[config.mk]
export PLATFORM = sky130hd
export DESIGN_NAME = triangle_scanline_fill
export DESIGN_NICKNAME = d
export VERILOG_FILES = /design/src/design/tsf_pkg.sv /design/src/design/tsf_div.sv /design/src/design/tsf_dpath.sv /design/src/design/tsf_ctrl.sv /design/src/design/triangle_scanline_fill.sv
export SDC_FILE = /design/constraint.sdc
export NUM_CORES = 1
export LEC_CHECK = 0
export ABC_AREA = 1
export BUFFER_PORTS_ARGS = -buffer_cell sky130_fd_sc_hd__clkbuf_2
export CAP_MARGIN = 20
export CORE_MARGIN = 1.5
export CORE_UTILIZATION = 40
export CTS_BUF_LIST = sky130_fd_sc_hd__clkbuf_4 sky130_fd_sc_hd__clkbuf_8
export DETAILED_ROUTE_END_ITERATION = 10
export PLACE_DENSITY = 0.68
export SYNTH_ARGS = -nofsm -noshare
export SYNTH_HDL_FRONTEND = slang
export SYNTH_SLANG_ARGS = --single-unit
[constraint.sdc]
create_clock -name aclk -period 14.82 [get_ports aclk]
set_input_delay 0.741 -clock aclk [delete_from_list [all_inputs] [get_ports aclk]]
set_output_delay 0.741 -clock aclk [all_outputs]
set_load 0.005 [all_outputs]
[src/design/tsf_pkg.sv]
`timescale 1ns / 1ps
// tsf_pkg: shared widths, constants and types for the triangle scanline fill block.
// No dependencies; used by every module of the block.

package tsf_pkg;

    localparam int X_W       = 10;  // x field width
    localparam int ROW_W     = 6;   // row field width
    localparam int IN_W      = 48;  // packed input item
    localparam int OUT_W     = 32;  // packed result item, padded to whole bytes
    localparam int PROD_W    = 16;  // |dx| * row offset
    localparam int DIV_RADIX = 2;   // quotient bits per divider cycle
    localparam int DIV_STEPS = PROD_W / DIV_RADIX;
    localparam int CNT_W     = $clog2(DIV_STEPS);

    typedef struct packed {
        logic [X_W-1:0]   x;
        logic [ROW_W-1:0] y;
    } vtx_t;

    // controller to datapath
    typedef struct packed {
        logic load;     // capture and sort a new triangle
        logic setup;    // select an edge and start its division
        logic edge_ac;  // setup targets the long top-bottom edge
        logic store_a;  // keep division result as first span end
        logic store_b;  // keep division result as second span end
        logic push;     // span goes to the output register, advance row
    } cmd_t;

    // datapath and output stage to controller
    typedef struct packed {
        logic div_done;
        logic row_last;
        logic out_free;
    } stat_t;

    typedef struct packed {
        logic [ROW_W-1:0] row;
        logic [X_W-1:0]   left;
        logic [X_W-1:0]   right;
        logic             last;
    } span_t;

endpackage

[src/design/tsf_div.sv]
`timescale 1ns / 1ps
// tsf_div: unsigned restoring divider, two quotient bits per cycle.
// Depends on tsf_pkg for widths.

module tsf_div (
    input  logic                          aclk,
    input  logic                          aresetn,
    input  logic                          start,
    input  logic [tsf_pkg::PROD_W-1:0]    dividend,
    input  logic [tsf_pkg::ROW_W-1:0]     divisor,
    output logic [tsf_pkg::PROD_W-1:0]    quotient,
    output logic                          done
);

    logic                          busy_reg;
    logic                          done_reg;
    logic [tsf_pkg::CNT_W-1:0]     cnt_reg;
    logic [tsf_pkg::PROD_W-1:0]    quo_reg;
    logic [tsf_pkg::PROD_W-1:0]    quo_next;
    logic [tsf_pkg::ROW_W-1:0]     rem_reg;
    logic [tsf_pkg::ROW_W-1:0]     rem_next;
    logic [tsf_pkg::ROW_W-1:0]     dvs_reg;

    always_comb begin
        logic [tsf_pkg::ROW_W:0]      trial;
        logic [tsf_pkg::ROW_W-1:0]    r;
        logic [tsf_pkg::PROD_W-1:0]   q;
        logic                         ge;
        r = rem_reg;
        q = quo_reg;
        for (int i = 0; i < tsf_pkg::DIV_RADIX; i++) begin
            trial = {r, q[tsf_pkg::PROD_W-1]};
            ge    = trial >= {1'b0, dvs_reg};
            if (ge) begin
                trial = trial - {1'b0, dvs_reg};
            end
            // remainder stays below the divisor, so the top bit is clear
            r = trial[tsf_pkg::ROW_W-1:0];
            q = {q[tsf_pkg::PROD_W-2:0], ge};
        end
        rem_next = r;
        quo_next = q;
    end

    always_ff @(posedge aclk) begin
        if (!aresetn) begin
            busy_reg <= 1'b0;
            done_reg <= 1'b0;
            cnt_reg  <= '0;
        end else begin
            done_reg <= 1'b0;
            if (start) begin
                busy_reg <= 1'b1;
                cnt_reg  <= '0;
            end else if (busy_reg) begin
                cnt_reg <= cnt_reg + tsf_pkg::CNT_W'(1);
                if (cnt_reg == tsf_pkg::CNT_W'(tsf_pkg::DIV_STEPS - 1)) begin
                    busy_reg <= 1'b0;
                    done_reg <= 1'b1;
                end
            end
        end
    end

    always_ff @(posedge aclk) begin
        if (start) begin
            quo_reg <= dividend;
            rem_reg <= '0;
            dvs_reg <= divisor;
        end else if (busy_reg) begin
            quo_reg <= quo_next;
            rem_reg <= rem_next;
        end
    end

    assign quotient = quo_reg;
    assign done     = done_reg;

endmodule

[src/design/tsf_dpath.sv]
`timescale 1ns / 1ps
// tsf_dpath: vertex sort, row counter, edge setup and span end registers.
// Depends on tsf_pkg and tsf_div.

module tsf_dpath #(
    parameter int TILE_ROWS = 64,
    parameter int X_BITS    = 10
) (
    input  logic                       aclk,
    input  logic                       aresetn,
    input  tsf_pkg::cmd_t              cmd,
    input  logic [tsf_pkg::IN_W-1:0]   in_data,
    output logic                       div_done,
    output logic                       row_last,
    output tsf_pkg::span_t             span
);

    localparam int XW = (X_BITS < tsf_pkg::X_W) ? X_BITS : tsf_pkg::X_W;
    localparam logic [tsf_pkg::X_W-1:0]   X_MASK  = tsf_pkg::X_W'((32'd1 << XW) - 32'd1);
    localparam logic [tsf_pkg::ROW_W-1:0] ROW_MAX = tsf_pkg::ROW_W'(TILE_ROWS - 1);

    tsf_pkg::vtx_t v0, v1, v2;
    tsf_pkg::vtx_t s0, s1, s2;
    tsf_pkg::vtx_t top_reg, mid_reg, bot_reg;
    tsf_pkg::vtx_t e0, e1;

    logic [tsf_pkg::ROW_W-1:0]  row_reg;
    logic [tsf_pkg::X_W-1:0]    xa_reg, xb_reg, base_reg;
    logic                       neg_reg;

    logic                       neg;
    logic [tsf_pkg::X_W-1:0]    mag;
    logic [tsf_pkg::ROW_W-1:0]  dy_rel, ey, divisor;
    logic [tsf_pkg::PROD_W-1:0] product, quotient;
    logic [tsf_pkg::X_W-1:0]    edge_x;

    // unpack, mask x and clamp rows to the tile
    always_comb begin
        v0.x = in_data[9:0] & X_MASK;
        v0.y = (in_data[15:10] > ROW_MAX) ? ROW_MAX : in_data[15:10];
        v1.x = in_data[25:16] & X_MASK;
        v1.y = (in_data[31:26] > ROW_MAX) ? ROW_MAX : in_data[31:26];
        v2.x = in_data[41:32] & X_MASK;
        v2.y = (in_data[47:42] > ROW_MAX) ? ROW_MAX : in_data[47:42];
    end

    // three compare-swaps, swap only on a strictly smaller row
    always_comb begin
        tsf_pkg::vtx_t t;
        t  = '0;
        s0 = v0;
        s1 = v1;
        s2 = v2;
        if (s1.y < s0.y) begin
            t = s0; s0 = s1; s1 = t;
        end
        if (s2.y < s0.y) begin
            t = s0; s0 = s2; s2 = t;
        end
        if (s2.y < s1.y) begin
            t = s1; s1 = s2; s2 = t;
        end
    end

    // edge select and operands for the divider
    always_comb begin
        if (cmd.edge_ac) begin
            e0 = top_reg;
            e1 = bot_reg;
        end else if (row_reg < mid_reg.y) begin
            e0 = top_reg;
            e1 = mid_reg;
        end else begin
            e0 = mid_reg;
            e1 = bot_reg;
        end
        neg     = e1.x < e0.x;
        mag     = neg ? (e0.x - e1.x) : (e1.x - e0.x);
        dy_rel  = row_reg - e0.y;
        ey      = e1.y - e0.y;
        // flat edge: row offset is zero too, a divisor of one gives the start x
        divisor = (ey == '0) ? tsf_pkg::ROW_W'(1) : ey;
        product = {{(tsf_pkg::PROD_W - tsf_pkg::X_W){1'b0}}, mag}
                * {{(tsf_pkg::PROD_W - tsf_pkg::ROW_W){1'b0}}, dy_rel};
    end

    tsf_div u_div (
        .aclk     (aclk),
        .aresetn  (aresetn),
        .start    (cmd.setup),
        .dividend (product),
        .divisor  (divisor),
        .quotient (quotient),
        .done     (div_done)
    );

    // quotient never exceeds |dx|, so the sum stays inside the x range
    assign edge_x = neg_reg ? (base_reg - quotient[tsf_pkg::X_W-1:0])
                            : (base_reg + quotient[tsf_pkg::X_W-1:0]);

    always_ff @(posedge aclk) begin
        if (cmd.load) begin
            top_reg <= s0;
            mid_reg <= s1;
            bot_reg <= s2;
            row_reg <= s0.y;
        end else if (cmd.push) begin
            row_reg <= row_reg + tsf_pkg::ROW_W'(1);
        end
        if (cmd.setup) begin
            neg_reg  <= neg;
            base_reg <= e0.x;
        end
        if (cmd.store_a) begin
            xa_reg <= edge_x;
        end
        if (cmd.store_b) begin
            xb_reg <= edge_x;
        end
    end

    assign row_last   = (row_reg == bot_reg.y);
    assign span.row   = row_reg;
    assign span.left  = (xa_reg <= xb_reg) ? xa_reg : xb_reg;
    assign span.right = (xa_reg <= xb_reg) ? xb_reg : xa_reg;
    assign span.last  = row_last;

endmodule

[src/design/tsf_ctrl.sv]
`timescale 1ns / 1ps
// tsf_ctrl: sequencer for the scanline fill, one row at a time.
// Depends on tsf_pkg for the command and status structs.

module tsf_ctrl (
    input  logic            aclk,
    input  logic            aresetn,
    input  logic            in_valid,
    output logic            in_ready,
    input  tsf_pkg::stat_t  stat,
    output tsf_pkg::cmd_t   cmd
);

    localparam logic [2:0] S_IDLE  = 3'd0;
    localparam logic [2:0] S_SET_A = 3'd1;
    localparam logic [2:0] S_DIV_A = 3'd2;
    localparam logic [2:0] S_SET_B = 3'd3;
    localparam logic [2:0] S_DIV_B = 3'd4;
    localparam logic [2:0] S_PUSH  = 3'd5;

    logic [2:0] state_reg;
    logic [2:0] state_next;

    always_comb begin
        state_next = state_reg;
        cmd        = '0;
        in_ready   = 1'b0;
        case (state_reg)
            S_IDLE: begin
                in_ready = 1'b1;
                if (in_valid) begin
                    cmd.load   = 1'b1;
                    state_next = S_SET_A;
                end
            end
            S_SET_A: begin
                cmd.setup  = 1'b1;
                state_next = S_DIV_A;
            end
            S_DIV_A: begin
                if (stat.div_done) begin
                    cmd.store_a = 1'b1;
                    state_next  = S_SET_B;
                end
            end
            S_SET_B: begin
                cmd.setup   = 1'b1;
                cmd.edge_ac = 1'b1;
                state_next  = S_DIV_B;
            end
            S_DIV_B: begin
                if (stat.div_done) begin
                    cmd.store_b = 1'b1;
                    state_next  = S_PUSH;
                end
            end
            S_PUSH: begin
                if (stat.out_free) begin
                    cmd.push   = 1'b1;
                    state_next = stat.row_last ? S_IDLE : S_SET_A;
                end
            end
            default: begin
                state_next = S_IDLE;
            end
        endcase
    end

    always_ff @(posedge aclk) begin
        if (!aresetn) begin
            state_reg <= S_IDLE;
        end else begin
            state_reg <= state_next;
        end
    end

endmodule

[src/design/triangle_scanline_fill.sv]
`timescale 1ns / 1ps
// triangle_scanline_fill: top level, joins sequencer, datapath and output register.
// Depends on tsf_pkg, tsf_ctrl, tsf_dpath (which holds tsf_div).
//
// Usage:
//   The s_ channel takes one triangle per item (three vertices, x and row each).
//   The m_ channel returns one span per row from the top vertex row to the
//   bottom vertex row, in increasing row order; m_tlast marks the final span.
//   Rows are clamped to TILE_ROWS-1 and x is masked to X_BITS bits.
//   Each row runs the short-edge division and then the long-edge division
//   through one shared radix-4 divider before its span is pushed.
//   s_tready is high only while no triangle is in work.
//   The output register lets the next row compute while a span waits; if the
//   receiver holds m_tready low, the sequencer stalls before the next push and
//   no span is lost.
//   Reset (aresetn low at a clock edge) returns the sequencer to idle and
//   empties the output register.

module triangle_scanline_fill #(
    parameter int TILE_ROWS = 64,
    parameter int X_BITS    = 10
) (
    input  logic                        aclk,
    input  logic                        aresetn,
    input  logic                        s_tvalid,
    output logic                        s_tready,
    // x_first, y_first, x_second, y_second, x_third, y_third
    input  logic [tsf_pkg::IN_W-1:0]    s_tdata,
    output logic                        m_tvalid,
    input  logic                        m_tready,
    // span_row, span_left, span_right, zero padding
    output logic [tsf_pkg::OUT_W-1:0]   m_tdata,
    output logic                        m_tlast
);

    tsf_pkg::cmd_t   cmd;
    tsf_pkg::stat_t  stat;
    tsf_pkg::span_t  span;
    logic            div_done;
    logic            row_last;

    logic            m_tvalid_reg;
    logic            m_tvalid_next;
    logic [tsf_pkg::OUT_W-1:0] m_tdata_reg;
    logic            m_tlast_reg;

    assign stat.div_done = div_done;
    assign stat.row_last = row_last;
    assign stat.out_free = !m_tvalid_reg || m_tready;

    tsf_ctrl u_ctrl (
        .aclk     (aclk),
        .aresetn  (aresetn),
        .in_valid (s_tvalid),
        .in_ready (s_tready),
        .stat     (stat),
        .cmd      (cmd)
    );

    tsf_dpath #(
        .TILE_ROWS (TILE_ROWS),
        .X_BITS    (X_BITS)
    ) u_dpath (
        .aclk     (aclk),
        .aresetn  (aresetn),
        .cmd      (cmd),
        .in_data  (s_tdata),
        .div_done (div_done),
        .row_last (row_last),
        .span     (span)
    );

    always_comb begin
        if (cmd.push) begin
            m_tvalid_next = 1'b1;
        end else if (m_tready) begin
            m_tvalid_next = 1'b0;
        end else begin
            m_tvalid_next = m_tvalid_reg;
        end
    end

    always_ff @(posedge aclk) begin
        if (!aresetn) begin
            m_tvalid_reg <= 1'b0;
        end else begin
            m_tvalid_reg <= m_tvalid_next;
        end
    end

    always_ff @(posedge aclk) begin
        if (cmd.push) begin
            m_tdata_reg <= {{(tsf_pkg::OUT_W - tsf_pkg::ROW_W - 2 * tsf_pkg::X_W){1'b0}},
                            span.right, span.left, span.row};
            m_tlast_reg <= span.last;
        end
    end

    assign m_tvalid = m_tvalid_reg;
    assign m_tdata  = m_tdata_reg;
    assign m_tlast  = m_tlast_reg;

endmodule

# After elaboration in Yosys (flattened, before gate mapping)
# Index checks and enable logic that the tools add are counted.
dict set report totals {
  register_bits 149
  input_bits 52
  output_inout_bits 35
  elab_cells 112
}
dict set report classes {
  add_sub_neg 10
  mul 1
  order_cmp 11
  eq_ne 11
  muxes 45
  bitwise_logic 2
  n_reduce_logical 11
}
# cell n
set op_table {}
lappend op_table {{16-bit two-way mux} 12}
lappend op_table {{6-bit two-way mux} 7}
lappend op_table {{10-bit two-way mux} 4}
lappend op_table {{10-bit subtractor} 3}
lappend op_table {{6-bit < comparator} 4}
lappend op_table {{6-bit subtractor} 4}
lappend op_table {{6-bit greater-than comparator, second input constant} 3}
lappend op_table {{3-bit case mux with 6 select lines} 1}
lappend op_table {{1-bit two-way mux} 17}
lappend op_table {{10-bit by 6-bit multiplier with 16-bit output} 1}
lappend op_table {{7-bit by 6-bit greater-or-equal comparator with 1-bit output} 2}
lappend op_table {{3-bit two-way mux} 4}
lappend op_table {{10-bit adder} 1}
lappend op_table {{10-bit less-or-equal comparator} 1}
lappend op_table {{10-bit < comparator} 1}
lappend op_table {{3-bit == test, second input constant} 3}
lappend op_table {{6-bit by 1-bit adder with 6-bit output, second input constant} 1}
lappend op_table {{3-bit by 2-bit == test with 1-bit output, second input constant} 2}
lappend op_table {{6-bit == test} 1}
lappend op_table {{6-bit logical NOT} 1}
lappend op_table {{2-bit nonzero test} 3}
lappend op_table {{2-bit by 1-bit != test with 1-bit output, second input constant} 2}
lappend op_table {{2-bit != test, second input constant} 2}
lappend op_table {{4-bit AND reduction} 1}
lappend op_table {{other kinds (8)} 10}

# Depth between registers and ports, before layout
dict set report logic_depth {
  depth_word 8
  mapped_depth 43
  depth_no_buf 42
}

# Hierarchy
# A second synthesis with hierarchy kept.
dict set report unflattened {
  hier_cells 1520
  area_unflattened_um2 12200.5
}
# mod n_inst cells_each area_each_um2 seq_area_each_um2
set by_module_without_submodules {}
lappend by_module_without_submodules {tsf_dpath 1 1187 8973.6 2552.4}
lappend by_module_without_submodules {tsf_div 1 247 2058.2 880.8}
lappend by_module_without_submodules {triangle_scanline_fill 1 40 905.9 830.8}
lappend by_module_without_submodules {tsf_ctrl 1 46 262.8 60.1}

# Least setup slack after synthesis
# Ideal clock, no wire load.
dict set report synth_path {
  path_type {flip-flop to flip-flop}
  from {register u_dpath.row_reg[1] in the netlist's numbering}
  to {register u_dpath.u_div.quo_reg, in the netlist u_dpath.u_div.quotient[14] (data pin)}
  setup_time_ns 0.257
  arrival_time_ns 6.596
  required_ns 14.563
  slack_ns 7.966
  stages_incl_launch_ff 39
  path_buffers 2
  period_less_slack_ns 6.854
  cell_sequence {edfxtp_1 -> ha_1 -> a21boi_0 -> o2111ai_1 -> nand3_1 -> clkbuf_1 -> clkbuf_1 -> nand2_1 -> o21ai_0 -> ha_1 -> fa_1 -> nor2_2 -> o21ai_1 -> nand2_1 -> nand2_1 -> nand2_2 -> nand2_2 -> a21oi_2 -> [... 3 more ...] -> o21ai_0 -> nand2_1 -> nor2_1 -> fa_1 -> fa_1 -> inv_1 -> fa_1 -> inv_1 -> ha_1 -> a21oi_1 -> o21ai_0 -> a21oi_1 -> o21ai_0 -> a21oi_1 -> o21bai_1 -> or2_2 -> nand3_1 -> nand2_1}
}
dict set report synth_via {
  elab_chain_len 7
  elab_cells_between_ends 12
  classes_between {add/sub (3); mul (1); order compare (2); mux (6)}
}
# element line_no
set synth_lines {}
lappend synth_lines {{start, declared} tsf_dpath.sv:27} ;# logic [tsf_pkg::ROW_W-1:0] row_reg;
lappend synth_lines {{start signal, assigned} tsf_dpath.sv:106} ;# row_reg <= s0.y;
lappend synth_lines {{start signal, assigned} tsf_dpath.sv:108} ;# row_reg <= row_reg + tsf_pkg::ROW_W'(1);
lappend synth_lines {{6-bit < comparator} tsf_dpath.sv:70} ;# end else if (row_reg < mid_reg.y) begin
lappend synth_lines {{16-bit two-way mux} tsf_dpath.sv:70}
lappend synth_lines {{16-bit two-way mux} tsf_dpath.sv:67} ;# if (cmd.edge_ac) begin
lappend synth_lines {{10-bit subtractor / 10-bit < comparator (equally long branches)} {tsf_dpath.sv:78, tsf_dpath.sv:77}}
lappend synth_lines {{10-bit two-way mux} tsf_dpath.sv:78} ;# mag = neg ? (e0.x - e1.x) : (e1.x - e0.x);
lappend synth_lines {{10-bit by 6-bit multiplier with 16-bit output (*)} tsf_dpath.sv:84} ;# * {{(tsf_pkg::PROD_W - tsf_pkg::ROW_W){1'b0}}, dy_rel};
lappend synth_lines {{16-bit two-way mux (*)} tsf_div.sv:66} ;# if (start) begin
lappend synth_lines {{end signal, assigned} tsf_div.sv:67} ;# quo_reg <= dividend;
lappend synth_lines {{end signal, assigned} tsf_div.sv:71} ;# quo_reg <= quo_next;
lappend synth_lines {{end, declared} tsf_div.sv:18} ;# logic [tsf_pkg::PROD_W-1:0] quo_reg;
# Mark *: on every way between the ends. The rest lies on a longest branch, timed or not.
# A chain may end at the register's enable or synchronous reset.

==> reports/metrics.yaml <==
setup_path:
  crit_slowest_cell: "o21ai_0"
  r2r_setup_slack_ns: 6.65
  crit_arrival_ns: 8.40
  timing.rr.start: "u_dpath.row_reg[1]"
  r2r-end: "u_dpath.u_div.quotient[14]"
  slowest_delay_ns: 0.64
  end_kind: "register"
  cp-start-kind: "register"
  critical_path_class: "register to register"
  crit_fanout: 31
  cp.required_ns: 15.05
  crit_top_cell: "nand2_1"
  r2r.worst_path.cells: 36
routing:
  drtAntennaViolNets: 0
  wl_per_cell_um: 12.3
  met2_length_um: 11300
  vias: 9269
  vias_per_cell: 4.81
  highest_layer: "met4"
  first_pass_iters: 6
  wl_met3_um: 968
  drc_errors: 0
  wirelength_um: 23800
  wl_met1_um: 11000
  dr.first_iter.drc_count: 440
global_route:
  antenna_found_initial: 0
  grt_first_pass_wirelength_um: 40400
  globalRouteOverflowTotal: 0
  grt_max_degree: 64
  grt_usage_pct: 16.0
  grt_pass1_vias: 8810
yosys:
  synthMuxAreaShare_pct: 0.274
  yosys_warnings: 0
  synth_fa_ha_area_share_pct: 18.1
  synth_area_um2: 11900
  synth_seq_cells: 149
  synth_top_family_by_area: "simple AND/OR/NAND/NOR gates"
  syn_area_per_cell_um2: 8.05
  netlist_instances: 1478
  synth-simple-area-share_pct: 19.5
  synth_largest_area_cell: "edfxtp_1"
  yosysSeqAreaShare_pct: 36.4
  synthXorXnorAreaFrac_pct: 3.68
  ys_top_cells_by_area: "edfxtp_1, ha_1, nand2_1"
  synth_top_area_share_pct: 33.8
  synth_compound_area_share_pct: 11.8
  synth.distinct_cells: 49
clocking:
  numCtsBuffers: 17
  cts_root_buffer: "clkbuf_8"
  clk_latency_ns: 0.48
  cts_hold_buf: 0
  clk_pin_slew_ns: 0.11
  clock-sinks: 149
  cts_resized: 0
  cts_max_path_buffers: 2
  cts_tree: "done"
  cts_setup_buffers: 0
  htree_levels: 4
placement:
  dp_hpwl_um: 19400
  dp.cells: 1897
  routabilityCongestion: 0.886
  numPortBuffers: 80
hold_path:
  hold_path.class: "register to register"
  hp-start: "u_dpath.u_div.rem_reg[5]"
  hold_end: "u_dpath.u_div.rem_reg[5]"
  whs_path_depth: 2
timing:
  fin_crit_ns: 8.17
  worst_pin_slew_ns: 0.991
  fin_tns_setup_ns: 0
  max_freq_ghz: 0.122
  finalMaxSlewViolations: 0
  finClkSkew_ns: 0.0208
  rsz0062_at_grt: "no"
  setup_viol: 0
  hold_viol_final: 0
  period_share_pct: 55.1
  slew_headroom_pct: 33.2
floorplan:
  num_io_pins: 87
  rows: 62
  coreArea_um2: 29000
  start_util_pct: 41.0
  die_w_um: 175
  die_y_um: 175
  dieArea_um2: 30800
final_layout:
  n_antenna_cell: 0
  final_nets: 1732
  final_common_cell: "nand2_1"
  largest_reg_flops: 26
  finalNonFillerCells: 1929
  nFillCells: 2868
  area_growth_pct: 9.39
  final_layout_size_suffix_gt1_share_pct: 10.2
  most-common-layout-cells: "nand2_1, inv_1, edfxtp_1"
status:
  status: "finished, final reports clean"
run:
  maxCapViolations: 0
==> cell type report <==
type	count	area [um2]	area share, %
well taps	384	480	3.69
flip-flops and latches	149	4320	33.2
inverters	250	938	7.21
clock buffers	17	234	1.80
multi-input cells	1028	6390	49.1
clock inverters	15	194	1.49
repair buffers	86	445	3.42
==> per-layer routing <==
metal	track usage, %	vias up
li1	-	4878
met1	20.5	4145
met2	27.7	208
met3	2.25	38
met4	5.52	0
met5	0	-
==> worst max-delay path: cells and delay by family (launching register included) <==
family / cells / cell delay [ns]
flip-flops: 1 / 0.53
AND/OR/NAND/NOR: 13 / 1.83
adder cells (fa/ha/maj): 6 / 2.75
AO/OA/AOI/OAI: 13 / 2.32
buffers and inverters: 4 / 0.47
==> stage by stage <==
| step | area (um2) | worst slack [ns] | utilization (%) | hold WS, ns |
|---|---|---|---|---|
| after CTS | 13000 | 6.65 | 44.8 | 0.469 |
| after detailed placement | 12600 | 6.68 | 43.4 | 0.443 |
| final | 13000 | 6.65 | 44.8 | 0.472 |
| after floorplan | 11900 | 7.97 | - | 0.421 |
| after global placement | 12600 | 6.96 | 43.4 | 0.443 |
| after global routing | 13000 | 5.87 | 44.8 | 0.506 |
==> synthesized netlist by cell type, drive strengths merged <==
master	instances
o21ai	134
mux2	2
mux2i	1
o2111ai	2
ha	108
conb	1
o211ai	2
nand4	4
nand3	67
o221ai	1
clkinv	1
a21o	4
a21oi	87
a211oi	4
clkbuf	35
a21boi	1
nor4	1
or2	12
o41ai	2
inv	249
dfxtp	15
nor2	128
buf	21
xor2	36
o21bai	4
a31oi	6
a221oi	1
nand2	343
nor4b	1
nor3	9
xnor2	14
a311oi	1
fa	40
edfxtp	134
o21a	5
o31ai	2
==> worst max-delay path by stage <==
stage                                   from  slack, ns                         end  depth (start not counted)
after floorplan           u_dpath.row_reg[1]       7.97  u_dpath.u_div.quotient[14]                         38
final                     u_dpath.row_reg[1]       6.65  u_dpath.u_div.quotient[14]                         36
after global routing      u_dpath.row_reg[1]       5.87  u_dpath.u_div.quotient[14]                         36
after global placement    u_dpath.row_reg[1]       6.96  u_dpath.u_div.quotient[14]                         36
after detailed placement  u_dpath.row_reg[1]       6.68  u_dpath.u_div.quotient[14]                         36
after CTS                 u_dpath.row_reg[1]       6.65  u_dpath.u_div.quotient[14]                         36
==> cell families (layout without fill, tap and decap cells) <==
logic type               Yosys count  count (layout)
other                              1               6
buffers and inverters            306             368
XOR/XNOR                          50              50
AO/OA/AOI/OAI                    256             256
flip-flops                       149             149
multiplexers                       3               3
AND/OR/NAND/NOR                  565             565
adder cells (fa/ha/maj)          148             148
Power is left out: the tool's default activity adds up to more than one toggle a clock period on the data nets, which glitch-free logic cannot reach.
